<file path="src/rtl/tps_pkg.sv">
`timescale 1ns / 1ps
package tps_pkg;

  // action codes of an input beat
  typedef enum logic [3:0] {
    ACT_ADD       = 4'd0,
    ACT_CANCEL    = 4'd1,
    ACT_SET_IVAL  = 4'd2,
    ACT_SET_REPS  = 4'd3,
    ACT_QUERY     = 4'd4,
    ACT_SCAN      = 4'd5,
    ACT_DISPATCH  = 4'd6,
    ACT_BUDGET    = 4'd7,
    ACT_TASK_DONE = 4'd8
  } action_t;

  // result status codes
  localparam logic [1:0] ST_OK        = 2'd0;
  localparam logic [1:0] ST_NOT_FOUND = 2'd1;
  localparam logic [1:0] ST_FULL      = 2'd2;
  localparam logic [1:0] ST_NOT_DUE   = 2'd3;

  // table select and flag bits
  localparam logic LIST_HI = 1'b0;
  localparam logic LIST_LO = 1'b1;
  localparam int FLAG_CANCEL = 0;
  localparam int FLAG_DUE    = 1;

  localparam logic [7:0] STARVE_RESET = 8'd5;

  typedef struct packed {
    logic [3:0]  action;
    logic [31:0] now_ms;
    logic [15:0] task_id;
    logic        high_priority;
    logic [31:0] period_ms;
    logic [15:0] repetitions;
    logic        start_now;
    logic        keep_going;
  } in_beat_t;

  typedef struct packed {
    logic [1:0]  status;
    logic [15:0] result_id;
    logic        result_high;
    logic        completed;
  } out_beat_t;

  // commands from controller to datapath
  typedef enum logic [4:0] {
    CMD_NONE,
    CMD_LOAD,
    CMD_ADD,
    CMD_FIND_INIT,
    CMD_NEXT_LIST,
    CMD_PTR_INC,
    CMD_LATCH,
    CMD_DIFF,
    CMD_APPLY,
    CMD_NOT_FOUND,
    CMD_SCAN_INIT,
    CMD_SCAN_STEP,
    CMD_SCAN_END,
    CMD_WALK_HI,
    CMD_WALK_LO,
    CMD_WALK_STEP,
    CMD_WALK_END,
    CMD_WALK_HIT,
    CMD_NOT_DUE,
    CMD_AGE_INIT,
    CMD_AGE_INC,
    CMD_OUT
  } cmd_t;

  // status from datapath to controller
  typedef struct packed {
    logic [3:0] action;
    logic       ptr_end;
    logic       walk_end;
    logic       id_match;
    logic       runnable;
    logic       list_lo;
    logic       age_ge;
    logic       out_busy;
  } dp_status_t;

endpackage

</file>
<file path="src/rtl/tps_ram.sv">
`timescale 1ns / 1ps
module tps_ram #(
  parameter int WIDTH = 8,
  parameter int DEPTH = 32
) (
  input  logic                     clk,
  input  logic                     we,
  input  logic [$clog2(DEPTH)-1:0] waddr,
  input  logic [WIDTH-1:0]         wdata,
  input  logic [$clog2(DEPTH)-1:0] raddr,
  output logic [WIDTH-1:0]         rdata
);

  logic [WIDTH-1:0] mem [DEPTH];

  // one write port, registered read port
  always_ff @(posedge clk) begin
    if (we) begin
      mem[waddr] <= wdata;
    end
    rdata <= mem[raddr];
  end

endmodule

</file>
<file path="src/rtl/tps_datapath.sv">
`timescale 1ns / 1ps
module tps_datapath #(
  parameter int TASKS_PER_LIST = 16,
  parameter int ID_BITS = 16
) (
  input  logic                clk,
  input  logic                rst,
  input  tps_pkg::cmd_t       cmd,
  output tps_pkg::dp_status_t st,
  input  tps_pkg::in_beat_t   in_data,
  input  logic                cfg_we,
  input  logic [7:0]          cfg_wdata,
  output logic                out_valid,
  input  logic                out_ready,
  output tps_pkg::out_beat_t  out_data
);

  localparam int IW = (TASKS_PER_LIST > 1) ? $clog2(TASKS_PER_LIST) : 1;
  localparam int CW = $clog2(TASKS_PER_LIST + 1);
  localparam int AW = IW + 1;
  localparam logic [CW-1:0] TMAX = CW'(TASKS_PER_LIST);

  typedef struct packed {
    logic [ID_BITS-1:0] id;
    logic [31:0]        ival;
    logic [31:0]        deadline;
    logic [15:0]        reps;
    logic [15:0]        runs;
    logic [1:0]         flags;
  } entry_t;

  localparam int EW = $bits(entry_t);

  tps_pkg::in_beat_t ib;
  logic [CW-1:0] cnt [2];
  logic [CW-1:0] cur [2];
  logic [ID_BITS-1:0] next_id;
  logic [7:0] age;
  logic [7:0] limit;
  logic list;
  logic [CW-1:0] ptr;
  logic [CW-1:0] k;
  logic [CW-1:0] outc;
  logic [CW-1:0] newcur;
  entry_t ent;
  logic [31:0] d_up;
  logic [31:0] d_dn;
  logic ival_gt;
  logic ival_lt;
  tps_pkg::out_beat_t res;

  entry_t rd_e;
  logic [EW-1:0] rd_raw;
  logic we;
  logic [AW-1:0] waddr;
  entry_t wdata;
  logic [AW-1:0] raddr;

  logic add_l;
  logic [ID_BITS-1:0] nid_inc;
  logic [ID_BITS-1:0] nid;
  logic e_done;
  entry_t marked;
  logic [32:0] mark_sum;
  entry_t applied;
  logic [32:0] up_sum;
  logic [15:0] runs_inc;

  function automatic logic [CW-1:0] step_back(input logic [CW-1:0] c, input logic [CW-1:0] n);
    step_back = (c == '0 || c >= n) ? n - CW'(1) : c - CW'(1);
  endfunction

  assign raddr = {list, ptr[IW-1:0]};
  assign rd_e  = entry_t'(rd_raw);

  tps_ram #(.WIDTH(EW), .DEPTH(2 ** AW)) u_ram (
    .clk   (clk),
    .we    (we),
    .waddr (waddr),
    .wdata (wdata),
    .raddr (raddr),
    .rdata (rd_raw)
  );

  // add helpers
  assign add_l   = ib.high_priority ? tps_pkg::LIST_HI : tps_pkg::LIST_LO;
  assign nid_inc = next_id + ID_BITS'(1);
  assign nid     = (nid_inc == '0) ? ID_BITS'(1) : nid_inc;

  // scan: finished check and due marking of the entry just read
  assign e_done   = (rd_e.reps != '0 && rd_e.runs == rd_e.reps) ||
                    rd_e.flags[tps_pkg::FLAG_CANCEL];
  assign mark_sum = {1'b0, ib.now_ms} + {1'b0, rd_e.ival};
  always_comb begin
    marked = rd_e;
    if (ib.now_ms > rd_e.deadline) begin
      marked.flags[tps_pkg::FLAG_DUE] = (rd_e.deadline != '0);
      marked.deadline = mark_sum[32] ? '1 : mark_sum[31:0];
    end
  end

  // update of a found entry
  assign up_sum   = {1'b0, ent.deadline} + {1'b0, d_up};
  assign runs_inc = (ent.runs != 16'hffff) ? ent.runs + 16'd1 : ent.runs;
  always_comb begin
    applied = ent;
    case (ib.action)
      tps_pkg::ACT_CANCEL: begin
        applied.flags[tps_pkg::FLAG_CANCEL] = 1'b1;
      end
      tps_pkg::ACT_SET_IVAL: begin
        applied.ival = ib.period_ms;
        if (ent.deadline != '0) begin
          if (ival_gt) begin
            applied.deadline = up_sum[32] ? '1 : up_sum[31:0];
          end else if (ival_lt) begin
            applied.deadline = (ent.deadline > d_dn) ? ent.deadline - d_dn : 32'd1;
          end
        end
      end
      tps_pkg::ACT_SET_REPS: begin
        applied.reps = ib.repetitions;
      end
      tps_pkg::ACT_TASK_DONE: begin
        if (!ib.keep_going) begin
          applied.flags[tps_pkg::FLAG_DUE] = 1'b0;
          applied.runs = runs_inc;
        end
      end
      default: begin
      end
    endcase
  end

  // memory write port
  always_comb begin
    we    = 1'b0;
    waddr = {list, ptr[IW-1:0]};
    wdata = applied;
    case (cmd)
      tps_pkg::CMD_ADD: begin
        we    = (cnt[add_l] < TMAX);
        waddr = {add_l, cnt[add_l][IW-1:0]};
        wdata.id       = nid;
        wdata.ival     = ib.period_ms;
        wdata.deadline = ib.start_now ? ib.now_ms : 32'd0;
        wdata.reps     = ib.repetitions;
        wdata.runs     = '0;
        wdata.flags    = '0;
      end
      tps_pkg::CMD_SCAN_STEP: begin
        we    = !e_done;
        waddr = {list, outc[IW-1:0]};
        wdata = marked;
      end
      tps_pkg::CMD_APPLY: begin
        we = (ib.action != tps_pkg::ACT_QUERY);
      end
      default: begin
      end
    endcase
  end

  // status to controller
  always_comb begin
    st.action   = ib.action;
    st.ptr_end  = (ptr >= cnt[list]);
    st.walk_end = (k >= cnt[list]);
    st.id_match = (32'(rd_e.id) == 32'(ib.task_id));
    st.runnable = rd_e.flags[tps_pkg::FLAG_DUE] && !rd_e.flags[tps_pkg::FLAG_CANCEL];
    st.list_lo  = (list == tps_pkg::LIST_LO);
    st.age_ge   = (age >= limit);
    st.out_busy = out_valid && !out_ready;
  end

  // control registers
  always_ff @(posedge clk) begin
    if (rst) begin
      cnt[0] <= '0;
      cnt[1] <= '0;
      cur[0] <= '0;
      cur[1] <= '0;
      next_id <= '0;
      age <= '0;
      limit <= tps_pkg::STARVE_RESET;
      out_valid <= 1'b0;
    end else begin
      if (cfg_we) begin
        limit <= cfg_wdata;
      end
      if (cmd == tps_pkg::CMD_OUT) begin
        out_valid <= 1'b1;
      end else if (out_ready) begin
        out_valid <= 1'b0;
      end
      case (cmd)
        tps_pkg::CMD_ADD: begin
          if (cnt[add_l] < TMAX) begin
            next_id <= nid;
            cnt[add_l] <= cnt[add_l] + CW'(1);
            cur[add_l] <= (cur[add_l] + CW'(1) >= cnt[add_l] + CW'(1)) ?
                          cnt[add_l] : cur[add_l] + CW'(1);
          end
        end
        tps_pkg::CMD_APPLY: begin
          if (ib.action == tps_pkg::ACT_TASK_DONE && ptr == cur[list] &&
              (!applied.flags[tps_pkg::FLAG_DUE] || applied.flags[tps_pkg::FLAG_CANCEL])) begin
            cur[list] <= step_back(cur[list], cnt[list]);
          end
        end
        tps_pkg::CMD_SCAN_END: begin
          cnt[list] <= outc;
          if (outc == '0) begin
            cur[list] <= '0;
          end else if (newcur >= outc) begin
            cur[list] <= outc - CW'(1);
          end else begin
            cur[list] <= newcur;
          end
        end
        tps_pkg::CMD_WALK_END: begin
          if (cnt[list] != '0) begin
            cur[list] <= ptr;
          end
        end
        tps_pkg::CMD_WALK_HIT: begin
          cur[list] <= ptr;
          if (list == tps_pkg::LIST_LO) begin
            age <= '0;
          end
        end
        tps_pkg::CMD_AGE_INC: begin
          if (age != 8'hff) begin
            age <= age + 8'd1;
          end
        end
        default: begin
        end
      endcase
    end
  end

  // working registers and result
  always_ff @(posedge clk) begin
    case (cmd)
      tps_pkg::CMD_LOAD: begin
        ib  <= in_data;
        res <= '0;
      end
      tps_pkg::CMD_ADD: begin
        if (cnt[add_l] < TMAX) begin
          res.result_id <= 16'(nid);
        end else begin
          res.status <= tps_pkg::ST_FULL;
        end
      end
      tps_pkg::CMD_FIND_INIT: begin
        list <= tps_pkg::LIST_HI;
        ptr  <= '0;
      end
      tps_pkg::CMD_NEXT_LIST: begin
        list <= tps_pkg::LIST_LO;
        ptr  <= '0;
      end
      tps_pkg::CMD_AGE_INIT: begin
        list <= tps_pkg::LIST_LO;
        ptr  <= '0;
      end
      tps_pkg::CMD_PTR_INC: begin
        ptr <= ptr + CW'(1);
      end
      tps_pkg::CMD_LATCH: begin
        ent <= rd_e;
      end
      tps_pkg::CMD_DIFF: begin
        d_up    <= ib.period_ms - ent.ival;
        d_dn    <= ent.ival - ib.period_ms;
        ival_gt <= ib.period_ms > ent.ival;
        ival_lt <= ib.period_ms < ent.ival;
      end
      tps_pkg::CMD_NOT_FOUND: begin
        if (ib.action == tps_pkg::ACT_QUERY) begin
          res.completed <= 1'b1;
        end else begin
          res.status <= tps_pkg::ST_NOT_FOUND;
        end
      end
      tps_pkg::CMD_SCAN_INIT: begin
        list   <= tps_pkg::LIST_HI;
        ptr    <= '0;
        outc   <= '0;
        newcur <= cur[0];
      end
      tps_pkg::CMD_SCAN_STEP: begin
        ptr <= ptr + CW'(1);
        if (e_done) begin
          if (ptr == cur[list]) begin
            newcur <= outc - CW'(1);
          end
        end else begin
          if (ptr == cur[list]) begin
            newcur <= outc;
          end
          outc <= outc + CW'(1);
        end
      end
      tps_pkg::CMD_SCAN_END: begin
        list   <= tps_pkg::LIST_LO;
        ptr    <= '0;
        outc   <= '0;
        newcur <= cur[1];
      end
      tps_pkg::CMD_WALK_HI, tps_pkg::CMD_WALK_LO: begin
        list <= (cmd == tps_pkg::CMD_WALK_LO);
        k    <= '0;
        if (cmd == tps_pkg::CMD_WALK_LO) begin
          ptr <= (cur[1] >= cnt[1]) ? cnt[1] - CW'(1) : cur[1];
        end else begin
          ptr <= (cur[0] >= cnt[0]) ? cnt[0] - CW'(1) : cur[0];
        end
      end
      tps_pkg::CMD_WALK_STEP: begin
        ptr <= step_back(ptr, cnt[list]);
        k   <= k + CW'(1);
      end
      tps_pkg::CMD_WALK_HIT: begin
        res.result_id   <= 16'(rd_e.id);
        res.result_high <= (list == tps_pkg::LIST_HI);
      end
      tps_pkg::CMD_NOT_DUE: begin
        res.status <= tps_pkg::ST_NOT_DUE;
      end
      tps_pkg::CMD_OUT: begin
        out_data <= res;
      end
      default: begin
      end
    endcase
  end

  // table invariants and the result load check
  a_cnt_bound: assert property (@(posedge clk) disable iff (rst)
    cnt[0] <= TMAX && cnt[1] <= TMAX)
    else $error("task count beyond table size");
  a_cur_bound: assert property (@(posedge clk) disable iff (rst)
    (cur[0] < cnt[0] || cur[0] == '0) && (cur[1] < cnt[1] || cur[1] == '0))
    else $error("cursor outside its table");
  a_out_load: assert property (@(posedge clk) disable iff (rst)
    $rose(out_valid) |-> $past(cmd == tps_pkg::CMD_OUT))
    else $error("result beat raised without a load");

endmodule

</file>
<file path="src/rtl/tps_ctrl.sv">
`timescale 1ns / 1ps
module tps_ctrl (
  input  logic                clk,
  input  logic                rst,
  input  logic                in_valid,
  output logic                in_ready,
  input  tps_pkg::dp_status_t st,
  output tps_pkg::cmd_t       cmd
);

  typedef enum logic [3:0] {
    S_IDLE, S_DECODE, S_FIND_RD, S_FIND_EX, S_DIFF, S_APPLY, S_SCAN_RD, S_SCAN_EX,
    S_WALK_RD, S_WALK_EX, S_WALK_NEXT, S_AGE_RD, S_AGE_EX, S_FIN
  } state_t;

  typedef enum logic [1:0] {
    PH_HI_FIRST, PH_LO, PH_HI_LAST
  } phase_t;

  state_t state, state_next;
  phase_t phase, phase_next;

  assign in_ready = (state == S_IDLE);

  // next state and command
  always_comb begin
    state_next = state;
    phase_next = phase;
    cmd = tps_pkg::CMD_NONE;
    case (state)
      S_IDLE: begin
        if (in_valid) begin
          cmd = tps_pkg::CMD_LOAD;
          state_next = S_DECODE;
        end
      end
      S_DECODE: begin
        case (st.action)
          tps_pkg::ACT_ADD: begin
            cmd = tps_pkg::CMD_ADD;
            state_next = S_FIN;
          end
          tps_pkg::ACT_CANCEL, tps_pkg::ACT_SET_IVAL, tps_pkg::ACT_SET_REPS,
          tps_pkg::ACT_QUERY, tps_pkg::ACT_TASK_DONE: begin
            cmd = tps_pkg::CMD_FIND_INIT;
            state_next = S_FIND_RD;
          end
          tps_pkg::ACT_SCAN: begin
            cmd = tps_pkg::CMD_SCAN_INIT;
            state_next = S_SCAN_RD;
          end
          tps_pkg::ACT_DISPATCH: begin
            if (st.age_ge) begin
              cmd = tps_pkg::CMD_WALK_LO;
              phase_next = PH_LO;
            end else begin
              cmd = tps_pkg::CMD_WALK_HI;
              phase_next = PH_HI_FIRST;
            end
            state_next = S_WALK_RD;
          end
          tps_pkg::ACT_BUDGET: begin
            cmd = tps_pkg::CMD_AGE_INIT;
            state_next = S_AGE_RD;
          end
          default: begin
            state_next = S_FIN;
          end
        endcase
      end
      // id lookup, high table then low table
      S_FIND_RD: begin
        if (st.ptr_end) begin
          if (st.list_lo) begin
            cmd = tps_pkg::CMD_NOT_FOUND;
            state_next = S_FIN;
          end else begin
            cmd = tps_pkg::CMD_NEXT_LIST;
          end
        end else begin
          state_next = S_FIND_EX;
        end
      end
      S_FIND_EX: begin
        if (st.id_match) begin
          cmd = tps_pkg::CMD_LATCH;
          state_next = S_DIFF;
        end else begin
          cmd = tps_pkg::CMD_PTR_INC;
          state_next = S_FIND_RD;
        end
      end
      S_DIFF: begin
        cmd = tps_pkg::CMD_DIFF;
        state_next = S_APPLY;
      end
      S_APPLY: begin
        cmd = tps_pkg::CMD_APPLY;
        state_next = S_FIN;
      end
      // compaction and due marking, high table then low table
      S_SCAN_RD: begin
        if (st.ptr_end) begin
          cmd = tps_pkg::CMD_SCAN_END;
          if (st.list_lo) begin
            state_next = S_FIN;
          end
        end else begin
          state_next = S_SCAN_EX;
        end
      end
      S_SCAN_EX: begin
        cmd = tps_pkg::CMD_SCAN_STEP;
        state_next = S_SCAN_RD;
      end
      // backward cursor walk for dispatch
      S_WALK_RD: begin
        if (st.walk_end) begin
          cmd = tps_pkg::CMD_WALK_END;
          state_next = S_WALK_NEXT;
        end else begin
          state_next = S_WALK_EX;
        end
      end
      S_WALK_EX: begin
        if (st.runnable) begin
          cmd = tps_pkg::CMD_WALK_HIT;
          state_next = S_FIN;
        end else begin
          cmd = tps_pkg::CMD_WALK_STEP;
          state_next = S_WALK_RD;
        end
      end
      S_WALK_NEXT: begin
        case (phase)
          PH_HI_FIRST: begin
            cmd = tps_pkg::CMD_WALK_LO;
            phase_next = PH_LO;
            state_next = S_WALK_RD;
          end
          PH_LO: begin
            if (st.age_ge) begin
              cmd = tps_pkg::CMD_WALK_HI;
              phase_next = PH_HI_LAST;
              state_next = S_WALK_RD;
            end else begin
              cmd = tps_pkg::CMD_NOT_DUE;
              state_next = S_FIN;
            end
          end
          default: begin
            cmd = tps_pkg::CMD_NOT_DUE;
            state_next = S_FIN;
          end
        endcase
      end
      // search for pending low work on budget expiry
      S_AGE_RD: begin
        if (st.ptr_end) begin
          state_next = S_FIN;
        end else begin
          state_next = S_AGE_EX;
        end
      end
      S_AGE_EX: begin
        if (st.runnable) begin
          cmd = tps_pkg::CMD_AGE_INC;
          state_next = S_FIN;
        end else begin
          cmd = tps_pkg::CMD_PTR_INC;
          state_next = S_AGE_RD;
        end
      end
      S_FIN: begin
        if (!st.out_busy) begin
          cmd = tps_pkg::CMD_OUT;
          state_next = S_IDLE;
        end
      end
      default: begin
        state_next = S_IDLE;
      end
    endcase
  end

  always_ff @(posedge clk) begin
    if (rst) begin
      state <= S_IDLE;
      phase <= PH_HI_FIRST;
    end else begin
      state <= state_next;
      phase <= phase_next;
    end
  end

  a_load_idle: assert property (@(posedge clk) disable iff (rst)
    cmd == tps_pkg::CMD_LOAD |-> in_valid && in_ready)
    else $error("beat loaded outside idle");
  a_out_free: assert property (@(posedge clk) disable iff (rst)
    cmd == tps_pkg::CMD_OUT |-> !st.out_busy)
    else $error("result overwritten while pending");
  a_hit_runnable: assert property (@(posedge clk) disable iff (rst)
    cmd == tps_pkg::CMD_WALK_HIT |-> $past(state == S_WALK_RD))
    else $error("dispatch hit without a table read");

endmodule

</file>
<file path="src/rtl/two_priority_periodic_task_scheduler.sv">
`timescale 1ns / 1ps
// an id lookup searches up to 2*TASKS_PER_LIST slots, high table first; a scan visits every slot
// of both tables; dispatch walks slots backward from each table's cursor; budget expiry searches
// the low table only; each slot visit costs one registered memory read
// one action in flight; the next beat is taken once the result sits in the output register
// rst (synchronous) empties both tables, clears cursors, ids and age, starvation limit to 5
module two_priority_periodic_task_scheduler #(
  parameter int TASKS_PER_LIST = 16,
  parameter int ID_BITS = 16
) (
  input  logic               clk,
  input  logic               rst,
  input  logic               in_valid,
  output logic               in_ready,
  input  tps_pkg::in_beat_t  in_data,
  output logic               out_valid,
  input  logic               out_ready,
  output tps_pkg::out_beat_t out_data,
  input  logic               cfg_we,
  input  logic [7:0]         cfg_wdata
);

  tps_pkg::cmd_t       cmd;
  tps_pkg::dp_status_t st;

  tps_ctrl u_ctrl (
    .clk      (clk),
    .rst      (rst),
    .in_valid (in_valid),
    .in_ready (in_ready),
    .st       (st),
    .cmd      (cmd)
  );

  tps_datapath #(
    .TASKS_PER_LIST (TASKS_PER_LIST),
    .ID_BITS        (ID_BITS)
  ) u_dp (
    .clk       (clk),
    .rst       (rst),
    .cmd       (cmd),
    .st        (st),
    .in_data   (in_data),
    .cfg_we    (cfg_we),
    .cfg_wdata (cfg_wdata),
    .out_valid (out_valid),
    .out_ready (out_ready),
    .out_data  (out_data)
  );

endmodule

</file>
<file path="config.mk">
export PLATFORM = sky130hd
export DESIGN_NAME = two_priority_periodic_task_scheduler
export DESIGN_NICKNAME = d
export VERILOG_FILES = /design/src/rtl/tps_pkg.sv /design/src/rtl/tps_ram.sv /design/src/rtl/tps_datapath.sv /design/src/rtl/tps_ctrl.sv /design/src/rtl/two_priority_periodic_task_scheduler.sv
export SDC_FILE = /design/constraint.sdc
export NUM_CORES = 2
export LEC_CHECK = 0
export BUFFER_PORTS_ARGS = -buffer_cell sky130_fd_sc_hd__buf_4
export CAP_MARGIN = 25
export CORE_UTILIZATION = 61
export DETAILED_ROUTE_END_ITERATION = 10
export GPL_TIMING_DRIVEN = 0
export HOLD_SLACK_MARGIN = 0.02
export PLACE_DENSITY_LB_ADDON = 0.25
export SLEW_MARGIN = 0
export SYNTH_ARGS = -nofsm -noshare
export SYNTH_HDL_FRONTEND = slang
export SYNTH_SLANG_ARGS = --single-unit
</file>
<file path="constraint.sdc">
create_clock -name clk -period 16.3 [get_ports clk]
set_input_delay 1.63 -clock clk [delete_from_list [all_inputs] [get_ports clk]]
set_output_delay 1.63 -clock clk [all_outputs]
set_load 0.005 [all_outputs]
</file>
; ---- After elaboration in Yosys (flattened, before gate mapping)
; Memory sizes are Yosys's and may differ from the RTL's. A register that Yosys moved wholly into a read port is not among the register bits.
; Cells that the tools add are included.
[word_totals]
mem_bits_rw = 3668
latch_bits = 0
regBits = 383
output_inout_bits = 22
romBits = 0
elab_cells = 332
mem_count = 3
[memory_table]
columns = memory, words, width, read_ports, rd_ports_with_merged_regs, wr, line
row1 = u_dp.u_ram.mem, 32, 114, 1, 1, 1, tps_ram.sv:14  ; logic [WIDTH-1:0] mem [DEPTH];
row2 = u_dp.cnt, 2, 5, 4, 1, 2, tps_datapath.sv:35  ; logic [CW-1:0] cnt [2];
row3 = u_dp.cur, 2, 5, 4, 1, 2, tps_datapath.sv:36  ; logic [CW-1:0] cur [2];
[classes]
magnitude_cmp = 13
muxes = 136
n_eq_ne = 62
addsub = 19
n_reduce_logical = 56
shifts = 0
mul = 0
div_mod_pow = 0
n_bitwise = 6
[ops]
columns = op, n
row1 = 2-to-1 mux 32 bit, 8
row2 = one-hot mux 114 bit (2 select lines), 1
row3 = 2-to-1 mux 5 bit, 25
row4 = greater-than comparator 32 bit, 3
row5 = subtractor 32 bit, 3
row6 = adder 32 x 32 -> 33 bit, 2
row7 = one-hot mux 5 bit (13 select lines), 1
row8 = 2-to-1 mux 16 bit, 4
row9 = 2-to-1 mux 64 bit, 1
row10 = nonzero test 32 bit, 2
row11 = one-hot mux 4 bit (14 select lines), 1
row12 = 2-to-1 mux 1 bit, 55
row13 = one-hot mux 16 bit (3 select lines), 1
row14 = equality test 5 x 4 -> 1 bit (second input constant), 8
row15 = one-hot mux 5 bit (2 select lines), 4
row16 = greater-or-equal comparator 5 bit, 7
row17 = 2-to-1 mux 17 bit, 2
row18 = adder 16 x 1 -> 16 bit (second input constant), 2
row19 = equality test 16 bit, 2
row20 = equality test 4 x 3 -> 1 bit (second input constant), 8
row21 = < comparator 32 bit, 1
row22 = equality test 5 bit (second input constant), 6
row23 = OR reduction 5 bit, 6
row24 = subtractor 5 x 1 -> 5 bit (second input constant), 6
row25 = 52 further kinds, 133

; ---- Depth between registers and ports, before layout
[logic_depth]
word_depth = 18
ltp_mapped = 19
ltp_nobuf = 15

; ---- Cells and area by module
; From an unflattened synthesis, not the netlist that was laid out.
[unflattened]
hier_cells = 9856
hier_area_um2 = 171025.3
[by_module_without_submodules]
columns = module, instances, seq_area_each_um2, area_each_um2, cells_per_inst
row1 = tps_ram, 1, 111827.3, 140721.2, 6637
row2 = tps_datapath, 1, 11581.1, 29383.2, 3082
row3 = tps_ctrl, 1, 120.1, 920.9, 137

; ---- Least setup slack after synthesis
; Ideal clock, no wire load.
[synth_timing]
path_kind = flip-flop to flip-flop
startpoint = register u_dp.ib[53] (netlist name)
endpoint = register u_dp.ent, in the netlist u_dp.applied[100] (enable)
path_stages_with_launch = 5
arrival_ps = 8665
path_slack_ps = 6908
required_ps = 15574
setup_time_ps = 726
cell_sequence = edfxtp_1 > xor2_1 > nor4_1 > nand4_1 > nor3_1
[synth_between]
elab_chain_len = 4
[synth_lines]
columns = item, line
row1 = start: declaration, tps_datapath.sv:34  ; tps_pkg::in_beat_t ib;
row2 = start signal: assignment, tps_datapath.sv:247  ; ib <= in_data;
row3 = equality test 16 bit, tps_datapath.sv:169  ; st.id_match = (32'(rd_e.id) == 32'(ib.task_id));
row4 = 2-to-1 mux 2 bit, tps_ctrl.sv:85  ; if (st.id_match) begin
row5 = one-hot mux 5 bit (13 select lines), tps_ctrl.sv:30  ; case (state)
row6 = equality test 5 x 3 -> 1 bit, tps_datapath.sv:245  ; case (cmd)
row7 = end signal: assignment, tps_datapath.sv:273  ; ent <= rd_e;
row8 = end: declaration, tps_datapath.sv:45  ; entry_t ent;
; Every way passes these cells.
; A chain may end at the register's enable or synchronous reset.

; ---- Worst setup path after layout
[layout_timing]
startpoint = register u_dp.ptr[0]
endpoint = memory u_dp.u_ram.mem[17][83] (netlist name) (data pin)
[layout_between]
elab_chain_len = 5
[layout_lines]
columns = item, line
row1 = start: declaration, tps_datapath.sv:41  ; logic [CW-1:0] ptr;
row2 = start signal: assignment, tps_datapath.sv:270  ; ptr <= ptr + CW'(1);
row3 = start signal: assignment, tps_datapath.sv:295  ; ptr <= ptr + CW'(1);
row4 = start signal: assignment, tps_datapath.sv:317  ; ptr <= (cur[1] >= cnt[1]) ? cnt[1] - CW'(1) : cur[1];
row5 = greater-or-equal comparator 5 bit (*), tps_datapath.sv:167  ; st.ptr_end = (ptr >= cnt[list]);
row6 = 2-to-1 mux 5 bit or 2-to-1 mux 4 bit (tied branches), "tps_ctrl.sv:73, tps_ctrl.sv:103"
row7 = one-hot mux 5 bit (13 select lines) (*), tps_ctrl.sv:30
row8 = equality test 5 x 4 -> 1 bit or equality test 5 x 2 -> 1 bit (tied branches), tps_datapath.sv:140  ; case (cmd)
row9 = one-hot mux 114 bit (2 select lines) (*), tps_datapath.sv:140
row10 = via u_dp.u_ram.wdata[83], tps_ram.sv:9  ; input logic [WIDTH-1:0] wdata,
row11 = end: declaration, tps_ram.sv:14
; Mark *: on every way through the listed nets, which the timed path passes. The rest lies on a longest branch.

==> results.json <==
{
  "finClkSkew_ns": 0.103,
  "reg2reg_slack_ns": 7.33,
  "die_w_microns": 530,
  "async_reset_ff_share_pct": 0,
  "worst_ir_drop_vdd_mv": 0.129,
  "post_cts_resized": 0,
  "startpoint_type": "flip-flop",
  "wl_microns": 542000,
  "clock_sinks": 4165,
  "r2r_start": "u_dp.ptr[0]",
  "avgSynthCellArea_sq_um": 19.7,
  "groute.usage.overall_pct": 38.8,
  "max_cap_violations": 0,
  "reg2reg_to": "u_dp.u_ram.mem[17][83]",
  "grt_max_degree": 60,
  "critPathKind": "reg2reg",
  "stdcell_area_sq_mm": 0.197,
  "report.final.setup_viol": 0,
  "status": "finished, violations left",
  "slew_violations": 3,
  "required_ns": 16.75,
  "cts_buffers": 408,
  "grt_pass1_vias": 97500,
  "wl_per_cell_microns": 39.5,
  "hold_viol_final": 0,
  "synth_ff_type": "edfxtp_1",
  "leakage_nw": 65.1,
  "crit_path_end_kind": "flip-flop",
  "die-height_microns": 530,
  "r2r_cells": 19,
  "ioPinCount": 138,
  "cts_setup_buffers": 0,
  "cp_max_fo": 32,
  "drtAntennaViolNets": 0,
  "antenna_found_initial": 46,
  "io_buffers": 135,
  "clockRootBuffer": "clkbuf_16",
  "violations": "max-slew violations",
  "ys_types": 97,
  "rsz0062_at_grt": "false",
  "power_density_mw_per_mm2": 188,
  "holdCritPathClass": "reg2reg",
  "relSlewSlack_pct": -7.16,
  "postCtsHoldBufs": 0,
  "dpl_cell_area_sq_mm": 0.183,
  "hold_path_depth": 0,
  "whs_endpoint": "u_dp.out_data[6]",
  "yosysWarnings": 0,
  "clockBufferDepth": 4,
  "vias_per_cell": 7.12,
  "place_ws_ns": 7.86,
  "syn_to_final_growth_pct": 16.1,
  "core_region_area_sq_mm": 0.277,
  "first_pass_iters": 10,
  "drc": 0,
  "clk_pin_slew_ns": 0.06,
  "gp_congestion": 0.987,
  "synth_edf_count": 4011,
  "setup_ws_ns": 7.33,
  "layout-drive-gt1-share_pct": 25.1,
  "seq_area_frac_synth_pct": 72.8,
  "clk_latency_ns": 1.01,
  "period_share_pct": 55.0,
  "arrival_ns": 9.41,
  "cts_htree_levels": 5,
  "cts_tree": "built",
  "netlist_instances": 8637,
  "initial_core_util_pct": 61.4,
  "die_area_sq_mm": 0.280,
  "final_common_cell": "edfxtp_1",
  "synth.cell_area_sq_mm": 0.170,
  "final_cell_mix": "4011 x edfxtp_1, 1140 x mux4_2, 449 x nand2_1, 419 x clkbuf_16, 346 x clkbuf_1",
  "power_mw": 37.1,
  "fp-row-count": 193,
  "first_iter_violations": 15000,
  "period_needed_ns": 8.97,
  "hpwl_microns": 353000,
  "grt_overflow": 0,
  "min_from": "u_dp.res[6]",
  "grt_pass1_wl_microns": 744000,
  "vias": 97600,
  "timing.fmax_mhz": 112,
  "syn-num-nets": 9008,
  "fin_nets": 9992,
  "worst_pin_slew_ns": 1.61,
  "synth_seq_cells": 4165
}
## stage by stage
step,hold slack (ns),instances,TNS (ns),utilization (%)
global placement,0.407,12500,-7818.12,63.4
finish,0.420,13700,0,71.2
CTS,0.422,13600,0,70.8
detailed placement,0.407,12800,0,66.0
floorplan,0.400,8637,0,-
global route,0.432,13700,0,71.2
## worst max path at each step
stage | from | end | cells past startpoint
2_1_floorplan | u_dp.ib[53] | u_dp.applied[100] | 4
3_3_place_gp | u_dp.ptr[0] | u_dp.u_ram.mem[14][51] | 18
3_5_place_dp | u_dp.ptr[0] | u_dp.u_ram.mem[7][83] | 19
4_1_cts | u_dp.ptr[0] | u_dp.u_ram.mem[17][83] | 19
5_1_grt | u_dp.ptr[0] | u_dp.u_ram.mem[22][38] | 21
6_report | u_dp.ptr[0] | u_dp.u_ram.mem[17][83] | 19
## kinds of logic after synthesis
logic type / after synthesis / share of synthesized area [%]
flip-flops: 4165 / 72.8
buffers and inverters: 671 / 1.52
XOR/XNOR: 251 / 1.29
adder cells (fa/ha/maj): 256 / 1.91
AND/OR/NAND/NOR: 1152 / 3.15
AO/OA/AOI/OAI: 927 / 3.79
multiplexers: 1215 / 15.6
## registers in the layout (all words and copies together), names as in the netlist, 5 cells and up, named ones only
signal / flops
u_dp.age: 8
u_dp.applied: 16
u_dp.cnt: 10
u_dp.cur: 10
u_dp.d_dn: 31
u_dp.d_up: 32
u_dp.ent: 98
u_dp.ib: 99
u_dp.k: 5
u_dp.limit: 8
u_dp.newcur: 5
u_dp.next_id: 16
u_dp.out_data: 20
u_dp.outc: 5
u_dp.ptr: 5
u_dp.res: 20
u_dp.u_ram.mem: 3648
u_dp.u_ram.rdata: 114
## synthesized netlist by cell type (120+ instances only)
cell type,n,share of area (%)
a21oi_1,217,0.64
mux4_2,1140,15
nor2_1,285,0.63
xnor2_1,150,0.77
a21o_1,120,0.53
clkbuf_1,269,0.59
o21ai_0,150,0.44
inv_1,260,0.57
dfxtp_1,154,1.8
nand2_1,449,0.99
ha_1,250,1.8
edfxtp_1,4011,71
## worst max-delay path, stage by stage, from the launching register on
cell,delay (ns)
edfxtp_1,0.53
clkbuf_1,0.19
buf_2,0.40
clkbuf_2,0.74
buf_1,0.87
inv_1,0.18
ha_1,0.34
nor2b_1,0.16
o21ai_1,0.12
a211o_1,0.36
nand4_2,0.25
inv_1,0.13
nor4b_2,0.33
and2_2,0.24
nand2_1,0.42
and3_1,0.37
clkbuf_1,0.19
buf_2,0.32
a222oi_1,1.32
inv_1,0.95
## report_power, final
group          leakage (nW)  switching, mW  internal, mW
Sequential             37.5          0.702          13.8
Clock                  6.47           4.16          5.34
Combinational          21.2           8.06          5.05
## area by class of cell
class	count	area (sq um)
Sequential cell	4165	124000
Fill cell	15900	79700
Multi-Input combinational cell	3801	44100
Clock buffer	534	11000
Timing Repair Buffer	574	8800
Tap cell	3705	4640
Clock inverter	221	2290
Buffer	408	1620
Inverter	263	992
Antenna cell	39	97.6
## layer usage
layer	global-route usage, %	vias up	routed length, microns	share of wire [%]
met1	48.8	50100	181000	33
met4	24.3	26	38300	7.1
met3	9.95	1692	66500	12
li1	-	37600	-	-
met5	0.0855	-	180	0.033
met2	60.9	8232	256000	47
(Power assumes the default switching activity.)
